**src/sv/lrupr_pkg.sv**
```systemverilog
`default_nettype none

package lrupr_pkg;

    localparam int MAX_FRAMES = 16;
    localparam int PAGE_BITS  = 8;
    localparam int STAMP_BITS = 16;
    localparam int FRAME_BITS = $clog2(MAX_FRAMES);
    localparam int NUM_BITS   = $clog2(MAX_FRAMES + 1);
    localparam int CFG_BITS   = 5;
    localparam int COUNT_BITS = 16;
    localparam int SLOT_BITS  = 4;

    typedef logic [PAGE_BITS-1:0]  t_page;
    typedef logic [STAMP_BITS-1:0] t_stamp;
    typedef logic [FRAME_BITS-1:0] t_frame;
    typedef logic [NUM_BITS-1:0]   t_num;
    typedef logic [CFG_BITS-1:0]   t_cfg;
    typedef logic [COUNT_BITS-1:0] t_count;
    typedef logic [SLOT_BITS-1:0]  t_slot;

    localparam t_cfg   CFG_RESET = t_cfg'(4);
    localparam t_count COUNT_MAX = '1;
    localparam t_stamp STAMP_MAX = '1;

    typedef struct packed {
        t_page page_number;
        logic  restart;
    } t_in;

    typedef struct packed {
        logic   hit;
        t_slot  frame_slot;
        logic   replaced;
        t_page  evicted_page;
        t_count replacement_count;
    } t_out;

    typedef struct packed {
        logic   found;
        t_frame slot;
    } t_match;

    // Clamp the programmed frame count to 1..MAX_FRAMES.
    function automatic t_num active_count(input t_cfg v);
        t_num n;
        if (v == '0) begin
            n = t_num'(1);
        end else if (int'(v) > MAX_FRAMES) begin
            n = t_num'(MAX_FRAMES);
        end else begin
            n = t_num'(v);
        end
        return n;
    endfunction

endpackage

`default_nettype wire

```
**src/sv/lru_page_replacement.sv**
```systemverilog
// LRU page replacement over up to 16 frames with last-use stamps.
// Input channel: i_in_valid / o_in_stall carry one reference word (page
// number and restart flag). A word is taken at an edge where valid is high
// and stall is low. Output channel: o_out_valid / i_out_stall carry one
// result word per reference: hit, frame slot, replaced, evicted page and
// the running replacement count.
// Config channel: i_cfg_valid / o_cfg_ready writes frames_in_use; ready is
// always high. Write it only while no reference is in flight.
// A reference taken into the input register is resolved by one pass of
// compare and min-tree logic and lands in the output register, from which
// its result is taken. Throughput: one reference per cycle while the
// receiver does not stall, set by the combinational hit compare and
// 16-way stamp min tree feeding the frame state update.
// Reset (synchronous, active low) clears all frames, stamps, counters and
// both pipeline valid flags, and sets frames_in_use to 4.
// When the receiver stalls, the result word holds; the input register can
// still take one more reference, after which o_in_stall rises.
`default_nettype none

module lru_page_replacement (
    input  logic                  i_clk,
    input  logic                  i_rst_n,
    input  logic                  i_in_valid,
    output logic                  o_in_stall,
    input  lrupr_pkg::t_in        i_in_word,
    output logic                  o_out_valid,
    input  logic                  i_out_stall,
    output lrupr_pkg::t_out       o_out_word,
    input  logic                  i_cfg_valid,
    output logic                  o_cfg_ready,
    input  lrupr_pkg::t_cfg       i_cfg_data
);

    localparam int MF = lrupr_pkg::MAX_FRAMES;

    logic              r_in_valid;
    lrupr_pkg::t_in    r_in;
    logic              r_out_valid;
    lrupr_pkg::t_out   r_out;
    lrupr_pkg::t_page  r_pages  [MF];
    lrupr_pkg::t_stamp r_stamps [MF];
    lrupr_pkg::t_stamp r_ref_idx;
    lrupr_pkg::t_count r_repl;
    lrupr_pkg::t_cfg   r_cfg;

    lrupr_pkg::t_page  n_pages  [MF];
    lrupr_pkg::t_stamp n_stamps [MF];
    lrupr_pkg::t_stamp n_ref_idx;
    lrupr_pkg::t_count n_repl;
    lrupr_pkg::t_out   n_out;

    lrupr_pkg::t_page  e_pages  [MF];
    lrupr_pkg::t_stamp e_stamps [MF];
    lrupr_pkg::t_stamp now;
    lrupr_pkg::t_count base_repl;
    lrupr_pkg::t_num   num_active;
    logic [MF-1:0]     active;
    logic [MF-1:0]     hits;
    lrupr_pkg::t_match match;
    lrupr_pkg::t_frame victim;
    logic              fill;
    logic              process;
    logic              in_accept;

    assign process     = r_in_valid && (!r_out_valid || !i_out_stall);
    assign o_in_stall  = r_in_valid && !process;
    assign in_accept   = i_in_valid && !o_in_stall;
    assign o_cfg_ready = 1'b1;
    assign o_out_valid = r_out_valid;
    assign o_out_word  = r_out;

    // Restart: work on a cleared view of the state.
    always_comb begin
        for (int j = 0; j < MF; j++) begin
            e_pages[j]  = r_in.restart ? '0 : r_pages[j];
            e_stamps[j] = r_in.restart ? '0 : r_stamps[j];
            active[j]   = lrupr_pkg::t_num'(j) < num_active;
        end
    end

    assign now        = r_in.restart ? '0 : r_ref_idx;
    assign base_repl  = r_in.restart ? '0 : r_repl;
    assign num_active = lrupr_pkg::active_count(r_cfg);
    assign fill       = now < lrupr_pkg::t_stamp'(num_active);

    lrupr_match u_match (
        .i_pages  (e_pages),
        .i_page   (r_in.page_number),
        .i_active (active),
        .o_hits   (hits),
        .o_match  (match)
    );

    lrupr_victim u_victim (
        .i_stamps (e_stamps),
        .i_active (active),
        .o_victim (victim)
    );

    always_comb begin
        lrupr_pkg::t_frame slot;
        for (int j = 0; j < MF; j++) begin
            n_pages[j]  = e_pages[j];
            n_stamps[j] = e_stamps[j];
        end
        n_ref_idx = (now == lrupr_pkg::STAMP_MAX) ? now : now + 1'b1;
        n_repl    = base_repl;
        n_out     = '0;
        slot      = '0;
        if (fill) begin
            // Cold fill: place straight into the next frame.
            slot           = now[lrupr_pkg::FRAME_BITS-1:0];
            n_pages[slot]  = r_in.page_number;
            n_stamps[slot] = now;
        end else if (match.found) begin
            slot      = match.slot;
            n_out.hit = 1'b1;
            for (int j = 0; j < MF; j++) begin
                if (hits[j]) begin
                    n_stamps[j] = now;
                end
            end
        end else begin
            slot               = victim;
            n_out.replaced     = 1'b1;
            n_out.evicted_page = e_pages[victim];
            n_pages[victim]    = r_in.page_number;
            n_stamps[victim]   = now;
            if (base_repl != lrupr_pkg::COUNT_MAX) begin
                n_repl = base_repl + 1'b1;
            end
        end
        n_out.frame_slot        = lrupr_pkg::t_slot'(slot);
        n_out.replacement_count = n_repl;
    end

    always_ff @(posedge i_clk) begin
        if (!i_rst_n) begin
            r_in_valid  <= 1'b0;
            r_out_valid <= 1'b0;
            r_ref_idx   <= '0;
            r_repl      <= '0;
            r_cfg       <= lrupr_pkg::CFG_RESET;
            for (int j = 0; j < MF; j++) begin
                r_pages[j]  <= '0;
                r_stamps[j] <= '0;
            end
        end else begin
            if (in_accept) begin
                r_in_valid <= 1'b1;
            end else if (process) begin
                r_in_valid <= 1'b0;
            end
            if (process) begin
                r_out_valid <= 1'b1;
                r_ref_idx   <= n_ref_idx;
                r_repl      <= n_repl;
                for (int j = 0; j < MF; j++) begin
                    r_pages[j]  <= n_pages[j];
                    r_stamps[j] <= n_stamps[j];
                end
            end else if (!i_out_stall) begin
                r_out_valid <= 1'b0;
            end
            if (i_cfg_valid && o_cfg_ready) begin
                r_cfg <= i_cfg_data;
            end
        end
    end

    // Payload registers: load without reset.
    always_ff @(posedge i_clk) begin
        if (in_accept) begin
            r_in <= i_in_word;
        end
        if (process) begin
            r_out <= n_out;
        end
    end

    a_hit_not_replaced: assert property (@(posedge i_clk) disable iff (!i_rst_n)
        o_out_valid |-> !(o_out_word.hit && o_out_word.replaced))
        else $error("hit and replaced both set");

    a_evicted_zero: assert property (@(posedge i_clk) disable iff (!i_rst_n)
        (o_out_valid && !o_out_word.replaced) |-> (o_out_word.evicted_page == '0))
        else $error("evicted page nonzero without replacement");

    a_ref_advances: assert property (@(posedge i_clk) disable iff (!i_rst_n)
        process |=> (r_ref_idx != '0))
        else $error("reference index did not advance");

    a_count_matches: assert property (@(posedge i_clk) disable iff (!i_rst_n)
        process |=> (r_out.replacement_count == r_repl))
        else $error("reported count differs from counter");

endmodule

`default_nettype wire

```
**src/sv/lrupr_match.sv**
```systemverilog
`default_nettype none

module lrupr_match (
    input  lrupr_pkg::t_page  i_pages [lrupr_pkg::MAX_FRAMES],
    input  lrupr_pkg::t_page  i_page,
    input  logic [lrupr_pkg::MAX_FRAMES-1:0] i_active,
    output logic [lrupr_pkg::MAX_FRAMES-1:0] o_hits,
    output lrupr_pkg::t_match o_match
);

    always_comb begin
        for (int j = 0; j < lrupr_pkg::MAX_FRAMES; j++) begin
            o_hits[j] = i_active[j] && (i_pages[j] == i_page);
        end
    end

    // Lowest matching frame wins: scan from the top down.
    always_comb begin
        o_match.found = |o_hits;
        o_match.slot  = '0;
        for (int j = lrupr_pkg::MAX_FRAMES - 1; j >= 0; j--) begin
            if (o_hits[j]) begin
                o_match.slot = lrupr_pkg::t_frame'(j);
            end
        end
    end

endmodule

`default_nettype wire

```
**src/sv/lrupr_victim.sv**
```systemverilog
`default_nettype none

module lrupr_victim (
    input  lrupr_pkg::t_stamp i_stamps [lrupr_pkg::MAX_FRAMES],
    input  logic [lrupr_pkg::MAX_FRAMES-1:0] i_active,
    output lrupr_pkg::t_frame o_victim
);

    localparam int LEAVES = 1 << $clog2(lrupr_pkg::MAX_FRAMES);

    typedef logic [lrupr_pkg::STAMP_BITS:0] t_key;

    t_key              key [1:2*LEAVES-1];
    lrupr_pkg::t_frame idx [1:2*LEAVES-1];

    // Leaves in order frame 1, frame 0, frame 2, ... so that the leftmost
    // minimum gives frame 1 the tie against frame 0. Inactive frames carry
    // a set top bit and never win against an active one.
    always_comb begin
        int f;
        for (int p = 0; p < LEAVES; p++) begin
            f = (p == 0) ? 1 : ((p == 1) ? 0 : p);
            if (f < lrupr_pkg::MAX_FRAMES) begin
                key[LEAVES + p] = {~i_active[f], i_stamps[f]};
                idx[LEAVES + p] = lrupr_pkg::t_frame'(f);
            end else begin
                key[LEAVES + p] = '1;
                idx[LEAVES + p] = '0;
            end
        end
        for (int i = LEAVES - 1; i >= 1; i--) begin
            if (key[2*i + 1] < key[2*i]) begin
                key[i] = key[2*i + 1];
                idx[i] = idx[2*i + 1];
            end else begin
                key[i] = key[2*i];
                idx[i] = idx[2*i];
            end
        end
    end

    assign o_victim = idx[1];

endmodule

`default_nettype wire
```
**config.mk**
```make
export PLATFORM = sky130hd
export DESIGN_NAME = lru_page_replacement
export DESIGN_NICKNAME = d
export VERILOG_FILES = /design/src/sv/lrupr_pkg.sv /design/src/sv/lru_page_replacement.sv /design/src/sv/lrupr_match.sv /design/src/sv/lrupr_victim.sv
export SDC_FILE = /design/constraint.sdc
export NUM_CORES = 2
export LEC_CHECK = 0
export ABC_AREA = 1
export BUFFER_PORTS_ARGS = -buffer_cell sky130_fd_sc_hd__buf_2
export CAP_MARGIN = 20
export CORE_UTILIZATION = 44
export DETAILED_ROUTE_END_ITERATION = 10
export PLACE_DENSITY = 0.58
export RECOVER_POWER = 100
export SYNTH_ARGS = -nofsm -noshare
export SYNTH_HDL_FRONTEND = slang
export SYNTH_HIERARCHICAL = 1
export SYNTH_SLANG_ARGS = --single-unit
```
**constraint.sdc**
```tcl
create_clock -name i_clk -period 20.4 [get_ports i_clk]
set_input_delay 3.06 -clock i_clk [delete_from_list [all_inputs] [get_ports i_clk]]
set_output_delay 3.06 -clock i_clk [all_outputs]
set_load 0.01 [all_outputs]
```
==> summary.md <==
| Metric | Value |
|---|---|
| Status | `finished with violations` |
| Failing checks | `max-capacitance violations, max-slew violations` |
| Chip Height | `337 microns` |
| Final core utilization | `47.1%` |
| Worst-path fanout max | `115` |
| Initial antenna violation count | `3` |
| CORE AREA | `111000 sq um` |
| Worst hold start | `r_repl[2]$_SDFFE_PN0P_` |
| Rows | `122` |
| WL/cell | `22.4 microns` |
| Reg2reg setup slack | `4.07 ns` |
| Dpl hpwl | `131000 microns` |
| CTS Sinks | `462` |
| Clk_lat worst skew | `0.66 ns` |
| Remaining global-route overflow | `0` |
| Leak pwr | `24.3 nW` |
| CTS max path bufs | `3` |
| Cell type with the largest total area after synthesis | `edfxtp_1` |
| Period utilisation layout | `81.9%` |
| Synth Area in Compound Gates | `24.5%` |
| Met2 WL | `86500 microns` |
| Initial Utilization | `44.5%` |
| Drt pass-1 iters | `6` |
| Worst hold endpoint | `r_repl[2]$_SDFFE_PN0P_` |
| Syn_area_per_cell | `6.16 sq um` |
| Yosys Warn Count | `6` |
| Clock Pin Slew Worst Setup and Hold Paths | `0.06 ns` |
| Post-cts sizing count | `0` |
| Ys flop type | `edfxtp_1` |
| Vias in the first global route | `46977` |
| Layout cell share with drive strength beyond 1 | `4.17%` |
| Commonest cells post-synth | `nand2_1, o21ai_0, inv_1, nor2_1, clkbuf_1` |
| Xor/xnor share of the synthesized area | `0.978%` |
| DR vias | `53966` |
| Final Setup Violations | `0` |
| Largest net degree at the start of global routing | `193` |
| DR iter-0 viols | `6955` |
| NetSw | `5.44 mW` |
| First-pass GRT wire length | `305000 microns` |
| Reg-to-Reg End | `r_stamps[1][75]$_SDFFCE_PN0P_` |
| Worst min-delay path category | `reg2reg` |
| Kind of critical path | `in2reg` |
| CP endpoint kind | `register` |
| Yosys cell types | `65` |
| ANT nets after route | `0` |
| Mux contribution to synthesized area | `0%` |
| Cell Area, Synth | `49300 sq um` |
| Fin nets | `7893` |
| Synth Area in Simple Gates | `29.1%` |
| Setup_tns | `0 ns` |
| Max transition margin | `-227%` |
| Placed inst area | `49900 sq um` |
| Fin area | `52200 sq um` |
| Drt via density | `5.89` |
| Post-route insts no fill | `9166` |
| Uppermost layer routed | `met4` |
| Tmin final | `16.71 ns` |
| Worst Path Required | `20.66 ns` |
| Root buffer cell | `clkbuf_16` |
| Actual slew at the worst max-slew pin | `4.88 ns` |
| GRT Total Usage | `35.3%` |
| Type of origin of the critical path | `primary input` |
| Worst r2r src | `r_in[0]$_DFFE_PP_` |
| Clk_skew | `0.0281 ns` |
| Met3 wire length | `20800 microns` |
| Largest family of logic cells by synthesized area | `simple AND/OR/NAND/NOR gates` |
| Ranking of synthesized cells by area | `edfxtp_1, nand2_1, o21ai_0, inv_1, ha_1` |
| WP data arrival | `16.97 ns` |
| H-tree Lvls | `3` |
| WHS Path Cells | `2` |
| ANT cells | `0` |
| Residual DRC | `0` |
| Top-count cell post-synth | `nand2_1` |
| Maximum operating frequency | `59.8 MHz` |
| Power Total | `9.20 mW` |
| Num CTS Buffers | `66` |
| Post-Synth Adder-Cell Area | `6.27%` |
| Hold_buf cts | `0` |
| Slew Limit Fails | `929` |
| TritonCTS clock tree | `yes` |
| Full die area | `113000 sq um` |
| Sw Ratio | `59.2%` |
| Max-Cap Viols | `17` |
| Proportion of power drawn by flip-flops and latches | `13.2%` |
| Number of synthesized register bits | `462` |
| Die width | `337 microns` |
| Pwr Density | `176 nW/um^2` |
| Metal-1 WL | `90000 microns` |
| Placed insts | `9037` |
| Post-synthesis sequential area ratio | `27.4%` |
| Maximum vdd ir drop | `0.000305 V` |
| Logic pwr share | `73.4%` |
| Placer Congestion | `1.02` |
| Fin. Hold Viols | `0` |
| Syn Inst Count | `8005` |
| RSZ-0062 raised after global routing | `no` |
| Final wirelength | `206000 microns` |
| R2R depth | `46` |
| Pint | `3.75 mW` |
| I/O pin count | `52` |
| Ys async rst share | `0%` |
| Area Growth Syn to Fin | `5.91%` |
| Number of synthesized flops with an enable pin | `423` |
| Port Buffers | `50` |
| Post-CTS Setup Bufs | `0` |
| Clk pwr share | `13.5%` |
| Synth top area share | `25.8%` |
flip-flops by register name (all words and copies together), names as in the netlist:
name         count
r_pages        128
r_repl          16
r_ref_idx       16
r_in_valid       1
r_cfg            5
r_in             9
o_out_valid      1
r_stamps       256
o_out_word      30
final cells by class:
type                            count  area [sq um]
Timing Repair Buffer              171          1300
Inverter                          864          3270
Multi-Input combinational cell   6062         30100
Clock buffer                       89          1860
Sequential cell                   462         13500
Fill cell                       11681         58600
Clock inverter                     30           359
Tap cell                         1488          1860
cells by family after synthesis:
family                   count (synthesis)
other                                    1
adder cells (fa/ha/maj)                247
buffers and inverters                 1484
AND/OR/NAND/NOR                       3534
AO/OA/AOI/OAI                         2222
flip-flops                             462
XOR/XNOR                                55
how the worst max path moves through the flow:
stage                      startpoint                       endpoint  cells after the start  slack [ns]
floorplan                 i_out_stall    r_pages[0][0]$_SDFFCE_PN0P_                      5        7.82
global placement    r_in[0]$_DFFE_PP_    r_pages[0][2]$_SDFFCE_PN0P_                     49        7.48
detailed placement  r_in[0]$_DFFE_PP_    r_pages[0][0]$_SDFFCE_PN0P_                     49        7.42
CTS                 r_in[0]$_DFFE_PP_    r_pages[0][0]$_SDFFCE_PN0P_                     49        7.39
global route        r_in[0]$_DFFE_PP_  r_stamps[1][79]$_SDFFCE_PN0P_                     47        3.12
finish                        i_rst_n  r_stamps[0][91]$_SDFFCE_PN0P_                      8        3.69
worst max-delay path, stage by stage:
cell and delay (ns):
buf_2 0.07, clkbuf_1 2.06, clkinvlp_2 1.42, nor2_2 0.31, clkbuf_1 1.29, clkinvlp_2 4.64, clkbuf_2 2.72, buf_4 1.07
power by group through the flow:
stage	clock network, mW	logic, mW	registers, mW
6_report	1.24	6.75	1.21
4_1_cts	1.25	6.60	1.20
5_1_grt	1.28	7.58	1.22
2_1_floorplan	0	4.62	1.24
3_5_place_dp	0	6.57	1.22
3_3_place_gp	0	6.51	1.22
layout by cell type, fill, tap and decap left out, types with 69 or more instances in the layout:
cell type,n
nor2_1,547
edfxtp_1,423
ha_1,247
o21ai_0,1366
a21oi_1,427
o211ai_1,265
clkbuf_16,69
nand2_1,2404
buf_4,91
inv_1,825
nand3_1,379
through the flow:
stage / worst slack, ns / hold WS [ns]
after floorplan: 7.82 / 0.426
after global placement: 7.48 / 0.437
after detailed placement: 7.42 / 0.443
after CTS: 7.39 / 0.456
after global routing: 3.12 / 0.477
final: 3.69 / 0.456
per-layer routing:
metal / vias up / GRT usage [%]
li1: 25873 / -
met1: 25102 / 51.1
met2: 2635 / 52.3
met3: 356 / 5.52
met4: 0 / 13.5
met5: - / 0
Note: power is estimated with default switching activity, not from simulation.
